### src/rtl/sapk_pkg.sv
// ============================================================================
// sapk_pkg: shared types and constants of the six-bit ASCII field packer
// Field limits, RAM geometry, job descriptor and state encodings.
// ============================================================================
`timescale 1ns / 1ps
`default_nettype none

package sapk_pkg;

    localparam int MAX_FIELD_BYTES = 63;
    localparam int CHAR_LIMIT      = (MAX_FIELD_BYTES * 8) / 6;
    localparam int CHAR_W          = $clog2(CHAR_LIMIT + 1);
    localparam int BYTE_IDX_W      = $clog2(MAX_FIELD_BYTES + 1);
    localparam int BANK_DEPTH      = 1 << BYTE_IDX_W;
    localparam int RAM_DEPTH       = 2 * BANK_DEPTH;
    localparam int RAM_AW          = BYTE_IDX_W + 1;
    localparam int QUEUE_DEPTH     = 2;
    localparam int QUEUE_AW        = 1;
    localparam int QUEUE_CW        = 2;

    localparam logic [7:0] CODE_OFFSET = 8'h20;
    localparam logic [7:0] TYPE_ASCII6 = 8'h80;

    typedef struct packed {
        logic                  ovf;
        logic [BYTE_IDX_W-1:0] n;
        logic                  bank;
    } job_t;

    typedef struct packed {
        logic              en;
        logic [RAM_AW-1:0] addr;
        logic [7:0]        data;
    } ram_wr_t;

    typedef struct packed {
        logic              en;
        logic [RAM_AW-1:0] addr;
    } ram_rd_t;

    typedef enum logic {
        FR_COLLECT,
        FR_CLOSE
    } front_state_t;

    typedef enum logic {
        BK_IDLE,
        BK_SEND
    } back_state_t;

endpackage

`default_nettype wire

### src/rtl/sapk_ram.sv
// ============================================================================
// sapk_ram: generic simple dual-port RAM
// One write port, one read port with registered read data.
// ============================================================================
`timescale 1ns / 1ps
`default_nettype none

module sapk_ram #(
    parameter int WIDTH = 8,
    parameter int DEPTH = 128
) (
    input  wire logic                     aclk,
    input  wire logic                     we,
    input  wire logic [$clog2(DEPTH)-1:0] waddr,
    input  wire logic [WIDTH-1:0]         wdata,
    input  wire logic                     re,
    input  wire logic [$clog2(DEPTH)-1:0] raddr,
    output logic      [WIDTH-1:0]         rdata
);

    logic [WIDTH-1:0] mem [DEPTH];

    always_ff @(posedge aclk) begin
        if (we) begin
            mem[waddr] <= wdata;
        end
        if (re) begin
            rdata <= mem[raddr];
        end
    end

endmodule

`default_nettype wire

### src/rtl/sapk_front.sv
// ============================================================================
// sapk_front: character intake and bit packer
// Turns characters into 6-bit codes, packs them LSB first into the RAM bank
// being filled, and queues a job for the drain side at the end of a field.
// ============================================================================
`timescale 1ns / 1ps
`default_nettype none

module sapk_front
    import sapk_pkg::*;
(
    input  wire logic       aclk,
    input  wire logic       aresetn,
    input  wire logic       s_tvalid,
    output logic            s_tready,
    input  wire logic [7:0] s_tdata,
    input  wire logic       s_tlast,
    input  wire logic       q_full,
    output logic            q_push,
    output job_t            q_job,
    output ram_wr_t         ram_wr
);

    front_state_t          state_reg, state_next;
    logic [5:0]            res_reg, res_next;
    logic [2:0]            rc_reg, rc_next;
    logic [BYTE_IDX_W-1:0] bcnt_reg, bcnt_next;
    logic [CHAR_W-1:0]     ccnt_reg, ccnt_next;
    logic                  ovf_reg, ovf_next;
    logic                  bank_reg, bank_next;

    logic [7:0]  diff;
    logic [5:0]  code;
    logic [11:0] acc;
    logic [3:0]  bits;

    always_ff @(posedge aclk) begin
        if (!aresetn) begin
            state_reg <= FR_COLLECT;
            res_reg   <= '0;
            rc_reg    <= '0;
            bcnt_reg  <= '0;
            ccnt_reg  <= '0;
            ovf_reg   <= 1'b0;
            bank_reg  <= 1'b0;
        end else begin
            state_reg <= state_next;
            res_reg   <= res_next;
            rc_reg    <= rc_next;
            bcnt_reg  <= bcnt_next;
            ccnt_reg  <= ccnt_next;
            ovf_reg   <= ovf_next;
            bank_reg  <= bank_next;
        end
    end

    always_comb begin
        diff = s_tdata - CODE_OFFSET;
        code = diff[5:0];
        acc  = {6'd0, res_reg} | ({6'd0, code} << rc_reg);
        bits = {1'b0, rc_reg} + 4'd6;

        state_next = state_reg;
        res_next   = res_reg;
        rc_next    = rc_reg;
        bcnt_next  = bcnt_reg;
        ccnt_next  = ccnt_reg;
        ovf_next   = ovf_reg;
        bank_next  = bank_reg;
        s_tready   = 1'b0;
        q_push     = 1'b0;
        q_job      = '{ovf: ovf_reg, n: bcnt_reg, bank: bank_reg};
        ram_wr     = '{en: 1'b0, addr: {bank_reg, bcnt_reg}, data: acc[7:0]};

        unique case (state_reg)
            FR_COLLECT: begin
                s_tready = !q_full;
                if (s_tvalid && !q_full) begin
                    if (ccnt_reg >= CHAR_W'(CHAR_LIMIT)) begin
                        // field full: drop the character
                        ovf_next = 1'b1;
                    end else begin
                        ccnt_next = ccnt_reg + 1'b1;
                        if (bits >= 4'd8) begin
                            ram_wr.en = 1'b1;
                            bcnt_next = bcnt_reg + 1'b1;
                            res_next  = {2'd0, acc[11:8]};
                            rc_next   = 3'(bits - 4'd8);
                        end else begin
                            res_next = acc[5:0];
                            rc_next  = 3'(bits);
                        end
                    end
                    if (s_tlast) begin
                        state_next = FR_CLOSE;
                    end
                end
            end
            FR_CLOSE: begin
                // flush pending bits, hand the bank to the drain side
                if (rc_reg != 3'd0) begin
                    ram_wr.en   = 1'b1;
                    ram_wr.data = {2'd0, res_reg};
                    q_job.n     = bcnt_reg + 1'b1;
                end
                q_push     = 1'b1;
                res_next   = '0;
                rc_next    = '0;
                bcnt_next  = '0;
                ccnt_next  = '0;
                ovf_next   = 1'b0;
                bank_next  = !bank_reg;
                state_next = FR_COLLECT;
            end
            default: state_next = FR_COLLECT;
        endcase
    end

endmodule

`default_nettype wire

### src/rtl/sapk_job_fifo.sv
// ============================================================================
// sapk_job_fifo: two-entry queue of finished fields
// Holds one job per packed RAM bank until the drain side has sent it.
// ============================================================================
`timescale 1ns / 1ps
`default_nettype none

module sapk_job_fifo
    import sapk_pkg::*;
(
    input  wire logic aclk,
    input  wire logic aresetn,
    input  wire logic push,
    input  job_t      push_job,
    input  wire logic pop,
    output job_t      head,
    output logic      full,
    output logic      empty
);

    job_t                entry_reg [QUEUE_DEPTH];
    logic [QUEUE_AW-1:0] wr_ptr_reg, rd_ptr_reg;
    logic [QUEUE_CW-1:0] count_reg;

    assign full  = (count_reg == QUEUE_CW'(QUEUE_DEPTH));
    assign empty = (count_reg == '0);
    assign head  = entry_reg[rd_ptr_reg];

    always_ff @(posedge aclk) begin
        if (push) begin
            entry_reg[wr_ptr_reg] <= push_job;
        end
    end

    always_ff @(posedge aclk) begin
        if (!aresetn) begin
            wr_ptr_reg <= '0;
            rd_ptr_reg <= '0;
            count_reg  <= '0;
        end else begin
            if (push) begin
                wr_ptr_reg <= wr_ptr_reg + 1'b1;
            end
            if (pop) begin
                rd_ptr_reg <= rd_ptr_reg + 1'b1;
            end
            if (push && !pop) begin
                count_reg <= count_reg + 1'b1;
            end else if (pop && !push) begin
                count_reg <= count_reg - 1'b1;
            end
        end
    end

endmodule

`default_nettype wire

### src/rtl/sapk_back.sv
// ============================================================================
// sapk_back: field drain
// Sends the type/length byte and then the packed bytes of the head job,
// with a running zero checksum, one word per accepted transfer.
// ============================================================================
`timescale 1ns / 1ps
`default_nettype none

module sapk_back
    import sapk_pkg::*;
(
    input  wire logic       aclk,
    input  wire logic       aresetn,
    input  job_t            q_head,
    input  wire logic       q_empty,
    output logic            q_pop,
    output ram_rd_t         ram_rd,
    input  wire logic [7:0] ram_rdata,
    output logic            m_tvalid,
    input  wire logic       m_tready,
    output logic [15:0]     m_tdata,
    output logic            m_tlast,
    output logic [1:0]      m_tuser
);

    back_state_t           state_reg, state_next;
    logic [BYTE_IDX_W-1:0] idx_reg, idx_next;
    logic [7:0]            byte_reg, byte_next;
    logic [7:0]            chk_reg, chk_next;
    logic                  hdr_reg, hdr_next;
    logic                  last_reg, last_next;
    logic                  ovf_reg, ovf_next;

    logic [7:0]            hdr_byte;
    logic [BYTE_IDX_W:0]   idx_inc;

    assign m_tvalid = (state_reg == BK_SEND);
    assign m_tdata  = {chk_reg, byte_reg};
    assign m_tlast  = last_reg;
    assign m_tuser  = {ovf_reg, hdr_reg};

    always_ff @(posedge aclk) begin
        if (!aresetn) begin
            state_reg <= BK_IDLE;
        end else begin
            state_reg <= state_next;
        end
    end

    always_ff @(posedge aclk) begin
        idx_reg  <= idx_next;
        byte_reg <= byte_next;
        chk_reg  <= chk_next;
        hdr_reg  <= hdr_next;
        last_reg <= last_next;
        ovf_reg  <= ovf_next;
    end

    always_comb begin
        hdr_byte = TYPE_ASCII6 | {{(8 - BYTE_IDX_W){1'b0}}, q_head.n};
        idx_inc  = {1'b0, idx_reg} + 1'b1;

        state_next = state_reg;
        idx_next   = idx_reg;
        byte_next  = byte_reg;
        chk_next   = chk_reg;
        hdr_next   = hdr_reg;
        last_next  = last_reg;
        ovf_next   = ovf_reg;
        q_pop      = 1'b0;
        ram_rd     = '{en: 1'b0, addr: {q_head.bank, idx_reg}};

        unique case (state_reg)
            BK_IDLE: begin
                if (!q_empty) begin
                    byte_next  = hdr_byte;
                    chk_next   = 8'd0 - hdr_byte;
                    hdr_next   = 1'b1;
                    last_next  = (q_head.n == '0);
                    ovf_next   = q_head.ovf;
                    idx_next   = '0;
                    // prefetch the first packed byte
                    ram_rd     = '{en: 1'b1, addr: {q_head.bank, {BYTE_IDX_W{1'b0}}}};
                    state_next = BK_SEND;
                end
            end
            BK_SEND: begin
                if (m_tready) begin
                    if (last_reg) begin
                        q_pop      = 1'b1;
                        state_next = BK_IDLE;
                    end else begin
                        byte_next = ram_rdata;
                        chk_next  = chk_reg - ram_rdata;
                        hdr_next  = 1'b0;
                        last_next = (idx_inc == {1'b0, q_head.n});
                        idx_next  = idx_inc[BYTE_IDX_W-1:0];
                        ram_rd    = '{en: 1'b1,
                                      addr: {q_head.bank, idx_inc[BYTE_IDX_W-1:0]}};
                    end
                end
            end
            default: state_next = BK_IDLE;
        endcase
    end

endmodule

`default_nettype wire

### src/rtl/sixbit_ascii_field_packer_core.sv
// ============================================================================
// sixbit_ascii_field_packer_core: 6-bit ASCII packed text field encoder
// Packs the characters of a text field and streams the encoded field.
// ============================================================================
// Usage:
//   s_ channel: one character per word in s_tdata[7:0]; s_tlast marks the
//   last character of the field. Characters beyond 84 are dropped.
//   m_ channel: the type/length byte, then the packed bytes. m_tdata[7:0]
//   is the byte, m_tdata[15:8] the running zero checksum; m_tuser[0] marks
//   the type/length byte, m_tuser[1] flags a field that lost characters;
//   m_tlast marks the final byte of the field.
//   Throughput: one character per cycle into the packer while s_tready is
//   high. After the last character every field passes a close state, input
//   held off, that flushes any pending bits. A field of n packed bytes
//   drains in n + 1 words at one word per cycle while m_tready is high.
//   Two RAM banks let the next field pack while the previous one drains;
//   s_tready drops in the close state and while both banks hold fields
//   not yet sent.
//   Reset: synchronous, active low; clears state, queue and field counters.
//   Receiver stall: the current word holds; packing goes on until both
//   banks are taken.
// ============================================================================
`timescale 1ns / 1ps
`default_nettype none

module sixbit_ascii_field_packer_core
    import sapk_pkg::*;
(
    input  wire logic        aclk,
    input  wire logic        aresetn,
    input  wire logic        s_tvalid,
    output logic             s_tready,
    input  wire logic [7:0]  s_tdata,   // [7:0] char_code
    input  wire logic        s_tlast,
    output logic             m_tvalid,
    input  wire logic        m_tready,
    output logic      [15:0] m_tdata,   // [7:0] out_byte, [15:8] zero_checksum
    output logic             m_tlast,
    output logic      [1:0]  m_tuser    // [0] is_header, [1] overflow
);

    logic    q_push, q_pop, q_full, q_empty;
    job_t    q_job, q_head;
    ram_wr_t ram_wr;
    ram_rd_t ram_rd;
    logic [7:0] ram_rdata;

    sapk_front u_front (
        .aclk     (aclk),
        .aresetn  (aresetn),
        .s_tvalid (s_tvalid),
        .s_tready (s_tready),
        .s_tdata  (s_tdata),
        .s_tlast  (s_tlast),
        .q_full   (q_full),
        .q_push   (q_push),
        .q_job    (q_job),
        .ram_wr   (ram_wr)
    );

    sapk_ram #(
        .WIDTH (8),
        .DEPTH (RAM_DEPTH)
    ) u_ram (
        .aclk  (aclk),
        .we    (ram_wr.en),
        .waddr (ram_wr.addr),
        .wdata (ram_wr.data),
        .re    (ram_rd.en),
        .raddr (ram_rd.addr),
        .rdata (ram_rdata)
    );

    sapk_job_fifo u_fifo (
        .aclk     (aclk),
        .aresetn  (aresetn),
        .push     (q_push),
        .push_job (q_job),
        .pop      (q_pop),
        .head     (q_head),
        .full     (q_full),
        .empty    (q_empty)
    );

    sapk_back u_back (
        .aclk      (aclk),
        .aresetn   (aresetn),
        .q_head    (q_head),
        .q_empty   (q_empty),
        .q_pop     (q_pop),
        .ram_rd    (ram_rd),
        .ram_rdata (ram_rdata),
        .m_tvalid  (m_tvalid),
        .m_tready  (m_tready),
        .m_tdata   (m_tdata),
        .m_tlast   (m_tlast),
        .m_tuser   (m_tuser)
    );

endmodule

`default_nettype wire
### config.mk
export PLATFORM = sky130hd
export DESIGN_NAME = sixbit_ascii_field_packer_core
export DESIGN_NICKNAME = d
export VERILOG_FILES = /design/src/rtl/sapk_pkg.sv /design/src/rtl/sapk_ram.sv /design/src/rtl/sapk_front.sv /design/src/rtl/sapk_job_fifo.sv /design/src/rtl/sapk_back.sv /design/src/rtl/sixbit_ascii_field_packer_core.sv
export SDC_FILE = /design/constraint.sdc
export NUM_CORES = 1
export LEC_CHECK = 0
export BUFFER_PORTS_ARGS = -buffer_cell sky130_fd_sc_hd__buf_2
export CAP_MARGIN = 40
export CORE_MARGIN = 2
export CORE_UTILIZATION = 30
export CTS_BUF_LIST = sky130_fd_sc_hd__clkbuf_2 sky130_fd_sc_hd__clkbuf_4 sky130_fd_sc_hd__clkbuf_8
export DETAILED_ROUTE_END_ITERATION = 6
export GPL_TIMING_DRIVEN = 0
export PLACE_DENSITY = 0.45
export SETUP_SLACK_MARGIN = 0.3
export SYNTH_ARGS = -nofsm -noshare
export SYNTH_HDL_FRONTEND = slang
export SYNTH_SLANG_ARGS = --single-unit
### constraint.sdc
create_clock -name aclk -period 6.9 [get_ports aclk]
set_input_delay 0.69 -clock aclk [delete_from_list [all_inputs] [get_ports aclk]]
set_output_delay 0.69 -clock aclk [all_outputs]
set_load 0.1 [all_outputs]
Word-level counts from Yosys, hierarchy flattened
Memories as Yosys holds them, arrays and structs flattened. A register that Yosys moved wholly into a read port is not among the register bits.
Index checks and enable logic that the tools add are counted.
Widths: inputs -> output; s select.
{"block": "classes", "bitwise": 4, "shifts": 1, "magnitude_cmp": 2, "n_addsub": 12, "n_mux": 71, "n_reduce_logical": 17, "eq_ne": 9}
{"op": "$mux 8", "n": 11}
{"op": "$mux 6", "n": 11}
{"op": "$pmux 8 s2", "n": 3}
{"op": "$pmux 6 s2", "n": 3}
{"op": "$mux 1", "n": 28}
{"op": "$mux 7", "n": 2}
{"op": "$pmux 7 s2", "n": 1}
{"op": "$or 6x12->12", "n": 1}
{"op": "$pmux 1 s2", "n": 6}
{"op": "$shl 6x3->12", "n": 1}
{"op": "$mux 3", "n": 3}
{"op": "$ne 2x2->1 const B", "n": 4}
{"op": "$reduce_and 2->1", "n": 4}
{"op": "$sub 1x8->8 const A", "n": 1}
{"op": "$sub 8x8->8", "n": 1}
{"op": "$add 6x1->7 const B", "n": 1}
{"op": "$add 7x1->7 const B", "n": 1}
{"op": "$eq 7x6->1", "n": 1}
{"op": "$ge 7x7->1 const B", "n": 1}
{"op": "$add 6x1->6 const B", "n": 1}
{"op": "$logic_not 6->1", "n": 1}
{"op": "$ne 2x1->1 const B", "n": 3}
{"op": "$pmux 3 s2", "n": 1}
{"op": "$reduce_and 3->1", "n": 2}
{"op": "other kinds (15)", "n": 24}
{"block": "word_totals", "word_cells": 135, "ram_bits": 1040, "reg_bits": 55, "mem_count": 2}
{"name": "u_ram.mem", "words": 128, "word_bits": 8, "rd": 1, "rd_clocked_by_memory_dff": 1, "wr": 1, "line_no": "sapk_ram.sv:21", "text": "logic [WIDTH-1:0] mem [DEPTH];"}
{"name": "u_fifo.entry_reg", "words": 2, "word_bits": 8, "rd": 1, "rd_clocked_by_memory_dff": 1, "wr": 1, "line_no": "sapk_job_fifo.sv:21", "text": "job_t entry_reg [QUEUE_DEPTH];"}

Depth between registers and ports, before layout
{"block": "logic_depth", "word_depth": 8, "mapped_depth": 13, "ltp_nobuf": 12}

By module
Synthesis repeated with hierarchy kept, for this count alone.
{"block": "hier_totals", "cells_unflattened": 2026, "hier_area_um2": 43659.4}
{"mod": "sapk_ram", "seq_area_each_um2": 30989.7, "cells_each": 1635, "area_per_inst_um2": 39745.6, "n_inst": 1}
{"mod": "sapk_back", "seq_area_each_um2": 770.7, "cells_each": 173, "area_per_inst_um2": 1740.4, "n_inst": 1}
{"mod": "sapk_front", "seq_area_each_um2": 480.5, "cells_each": 171, "area_per_inst_um2": 1378.8, "n_inst": 1}
{"mod": "sapk_job_fifo", "seq_area_each_um2": 580.6, "cells_each": 47, "area_per_inst_um2": 794.5, "n_inst": 1}

Worst setup path after synthesis
OpenSTA, ideal clock, no wires.
{"block": "synth_timing", "path_kind": "reg-to-reg", "from": "register u_front.rc_reg[1]", "to": "memory u_ram.mem[0][6] (data pin)", "path_stages_with_launch": 7, "setup_slack_ps": 1950, "n_path_buf": 2, "required_ps": 6104, "t_arrival_ps": 4154, "cell_sequence": "dfxtp_1 clkbuf_1 clkinv_1 ha_1 clkbuf_1 nor2b_1 nor2_1"}
{"element": "from (decl)", "line_no": "sapk_front.sv:26", "text": "logic [2:0] rc_reg, rc_next;"}
{"element": "from (signal assigned)", "line_no": "sapk_front.sv:49", "text": "rc_reg <= rc_next;"}
{"element": "to (decl)", "line_no": "sapk_ram.sv:21"}

Worst setup path in the final report
{"block": "layout_timing", "from": "register u_back.idx_reg[1]", "to": "register u_ram.rdata[2] (read register of u_ram.mem) (data pin)"}
{"block": "layout_between", "elab_chain_len": 4, "elab_cells_between_ends": 5}
{"element": "from (decl)", "line_no": "sapk_back.sv:27", "text": "logic [BYTE_IDX_W-1:0] idx_reg, idx_next;"}
{"element": "from (signal assigned)", "line_no": "sapk_back.sv:51", "text": "idx_reg <= idx_next;"}
{"element": "$add 6x1->7", "line_no": "sapk_back.sv:61", "text": "idx_inc = {1'b0, idx_reg} + 1'b1;"}
{"element": "$mux 8", "line_no": "sapk_back.sv:89", "text": "if (last_reg) begin"}
{"element": "$mux 8", "line_no": "sapk_back.sv:88", "text": "if (m_tready) begin"}
{"element": "$pmux 8 s2 (*)", "line_no": "sapk_back.sv:73", "text": "unique case (state_reg)"}
{"element": "to (decl)", "line_no": "sapk_ram.sv:18", "text": "output logic [WIDTH-1:0] rdata"}
Mark *: on every way between the ends. The rest lies on a longest branch, timed or not.
A chain may end at the register's enable or synchronous reset.

==> run_results.csv <==
group,metric,value,unit
outcome,outcome,"complete, no violations",
synth,synth.net_count,3356,
final_layout,final_nets,3686,
sta,fmax,0.194,GHz
synth,synth-async-reset-ratio,0,
grt,grt_usage,0.221,
pwr,p_per_area,357,mW/mm²
pwr,power.total,18.9,mW
floorplan,pin_count,34,
grt,first_global_vias,29500,
floorplan,row_count,142,
synth,synth_seq_area_share,0.723,
critical_path,path_max_fanout,10,
synth,synth_enable_flop_cells,1073,
clock_network,insertion_delay,970,ps
critical_path,critPathMaxStageDelay,570,ps
placed_design,post-place-ws,1760,ps
critical_path,crit_start,"u_back.idx_reg[1]",
grt,antenna_found_initial,9,
critical_path,worst-path-buf-inv,3,
placed_design,placed_cells,5479,
routing,drc_errors,0,
floorplan,fp.dieH,393,µm
floorplan,coreArea,0.150,mm²
final_layout,register_area,0.0328,mm²
synth,synth_top_cell_by_area,"edfxtp_1",
final_layout,largest_reg_flops,1024,
floorplan,start_util,0.303,
synth,syn_area,0.0454,mm²
placed_design,io_buffers,31,
grt,grt_first_pass_wirelength,236000,µm
routing,drt_iter0_markers,3986,
synth,synth_area_leaders,"edfxtp_1, nand2_1, a211oi_1",
job,drv_cap,0,
clock_network,cts_root_buf,"clkbuf_8",
sta,min_period,5160,ps
clock_network,numCtsBuffers,189,
synth,synth_cells,3328,
clock_network,numClockSinks,1103,
sta,tns,0,ps
synth,syn_area_per_cell,13.6,µm²
pwr,ir_drop,0.000215,V
final_layout,drive_gt1_frac,0.161,
clock_network,htreeDepth,4,
synth,synthFlopType,"edfxtp_1",
placed_design,post_dp_cell_area,0.0494,mm²
critical_path,crit_chain,"ha_1 > buf_2 > and3b_4 > mux2i_4 > clkbuf_2 > nand3_2 > clkbuf_1 > o22ai_1 > o21ai_0 > a41o_1 > nor4_1",
sta,finalCritPeriodShare,0.748,
critical_path,timing.rr.start,"u_back.idx_reg[1]",
pwr,p_leak,18.1,nW
sta,rsz0062_at_grt,"no",
clock_network,cts-resized-gates,0,
routing,drt_wl_total,172000,µm
synth,synthTopCellsByCount,"edfxtp_1, nand2_1, nor2_1, nand3_1, and3_1",
critical_path,crit_path_end_kind,"register",
synth,synth.top_cell.area_share,0.710,
critical_path,crit_family,"buffers and inverters",
final_layout,n_fill_cell,14700,
routing,vias,30700,
routing,ant_nets,0,
critical_path,crit_arrival,5800,ps
critical_path,crit_required,7540,ps
final_layout,final_cells,5812,
sta,setup_violations,0,
worst_hold_path,hp-start,"aresetn",
sta,fin_ws,1740,ps
clock_network,hold_buffers,2,
routing,vias_per_cell,5.28,
clock_network,clk_pin_slew,60,ps
sta,maxSlewHeadroom,0.346,
sta,finClkSkew,58.2,ps
routing,dr.pass1.iters,5,
clock_network,cts_tree,"built",
worst_hold_path,hold_class,"in2reg",
critical_path,critical-path-slowest-cell,"mux2i_4",
synth,synth.most_common_cell,"edfxtp_1",
floorplan,fp.dieArea,0.154,mm²
clock_network,cts_max_path_buffers,3,
final_layout,multi_input_area,0.0114,mm²
sta,tightest_slew,981,ps
critical_path,worst-setup-path-type,"reg2reg",
floorplan,die_x,393,µm
sta,drv_slew,0,
final_layout,area_delta_synth_final,16.8,%
placed_design,dpl.hpwl,122000,µm
final_layout,finish.instance_area,0.0530,mm²
clock_network,cts_setup_buffers,0,
synth,ys_ff_latch,1103,
grt,grt_overflow,0,
grt,grt_max_degree,80,
sta,hold_viol,0,
placed_design,globalplace.congestion,0.929,
synth,synth_cell_types,84,
routing,wire_per_inst,29.6,µm
synth,ys_warn_count,0,
critical_path,critPathLaunchType,"register",
[final cells by class]
cell class | instances | share of cell area
clock inverter | 57 | 0.00534
multi-input combinational | 1979 | 0.215
timing repair buffer | 139 | 0.0286
buffer | 226 | 0.0215
inverter | 20 | 0.00142
sequential | 1103 | 0.619
clock buffer | 269 | 0.0609
antenna | 3 | 0.000142
tap | 2016 | 0.0476
[layout by cell type, fill, tap and decap left out, types with 50 or more instances in the layout]
master       n
edfxtp_1  1073
nand2_1    629
nor2_1     218
clkbuf_8   193
nand3_1    168
and3_1     156
buf_2      151
a211oi_1   145
mux2i_1     93
buf_4       79
clkbuf_4    76
clkbuf_1    69
a21oi_1     67
o21ai_0     53
a31oi_1     50
[power breakdown]
group	internal (mW)	total [mW]	switching (mW)
combinational	1.32	5.41	4.09
sequential	7.76	7.80	0.0362
clock	2.98	5.72	2.73
[cell families (layout without fill, tap and decap cells)]
| kind of cell | after synthesis | in the layout | synth area share |
|---|---|---|---|
| AND/OR/NAND/NOR | 1292 | 1292 | 0.129 |
| flip-flops | 1103 | 1103 | 0.723 |
| AO/OA/AOI/OAI | 531 | 531 | 0.0858 |
| buffers and inverters | 246 | 711 | 0.0268 |
| multiplexers | 103 | 103 | 0.0233 |
| XOR/XNOR | 38 | 38 | 0.00733 |
| adder cells (fa/ha/maj) | 15 | 15 | 0.00430 |
| other | 0 | 3 | 0 |
[per-stage QoR]
step,utilization,hold WS [ps]
floorplan,-,424
global placement,0.320,430
detailed placement,0.330,443
CTS,0.353,17.6
global route,0.353,67.8
finish,0.353,87.9
[per-layer routing]
metal  routed length, µm  track usage  vias to the layer above
met5                  29            0                        -
met2               77100        0.338                     1363
met4                7120       0.0920                        4
met1               73200        0.299                    15700
li1                    -            -                    13300
met3               14600       0.0557                      343
[path summary, 6_finish.rpt]
check                                         endpoint  slack, ps  depth (start not counted)
worst max register to register          u_ram.rdata[2]       1740                         11
worst max-delay path                    u_ram.rdata[2]       1740                         11
worst min register to register  u_fifo.entry_reg[1][0]        460                          0
worst min-delay path                 u_fifo.wr_ptr_reg         90                          2
No activity file was read; power rests on OpenSTA's default activity.
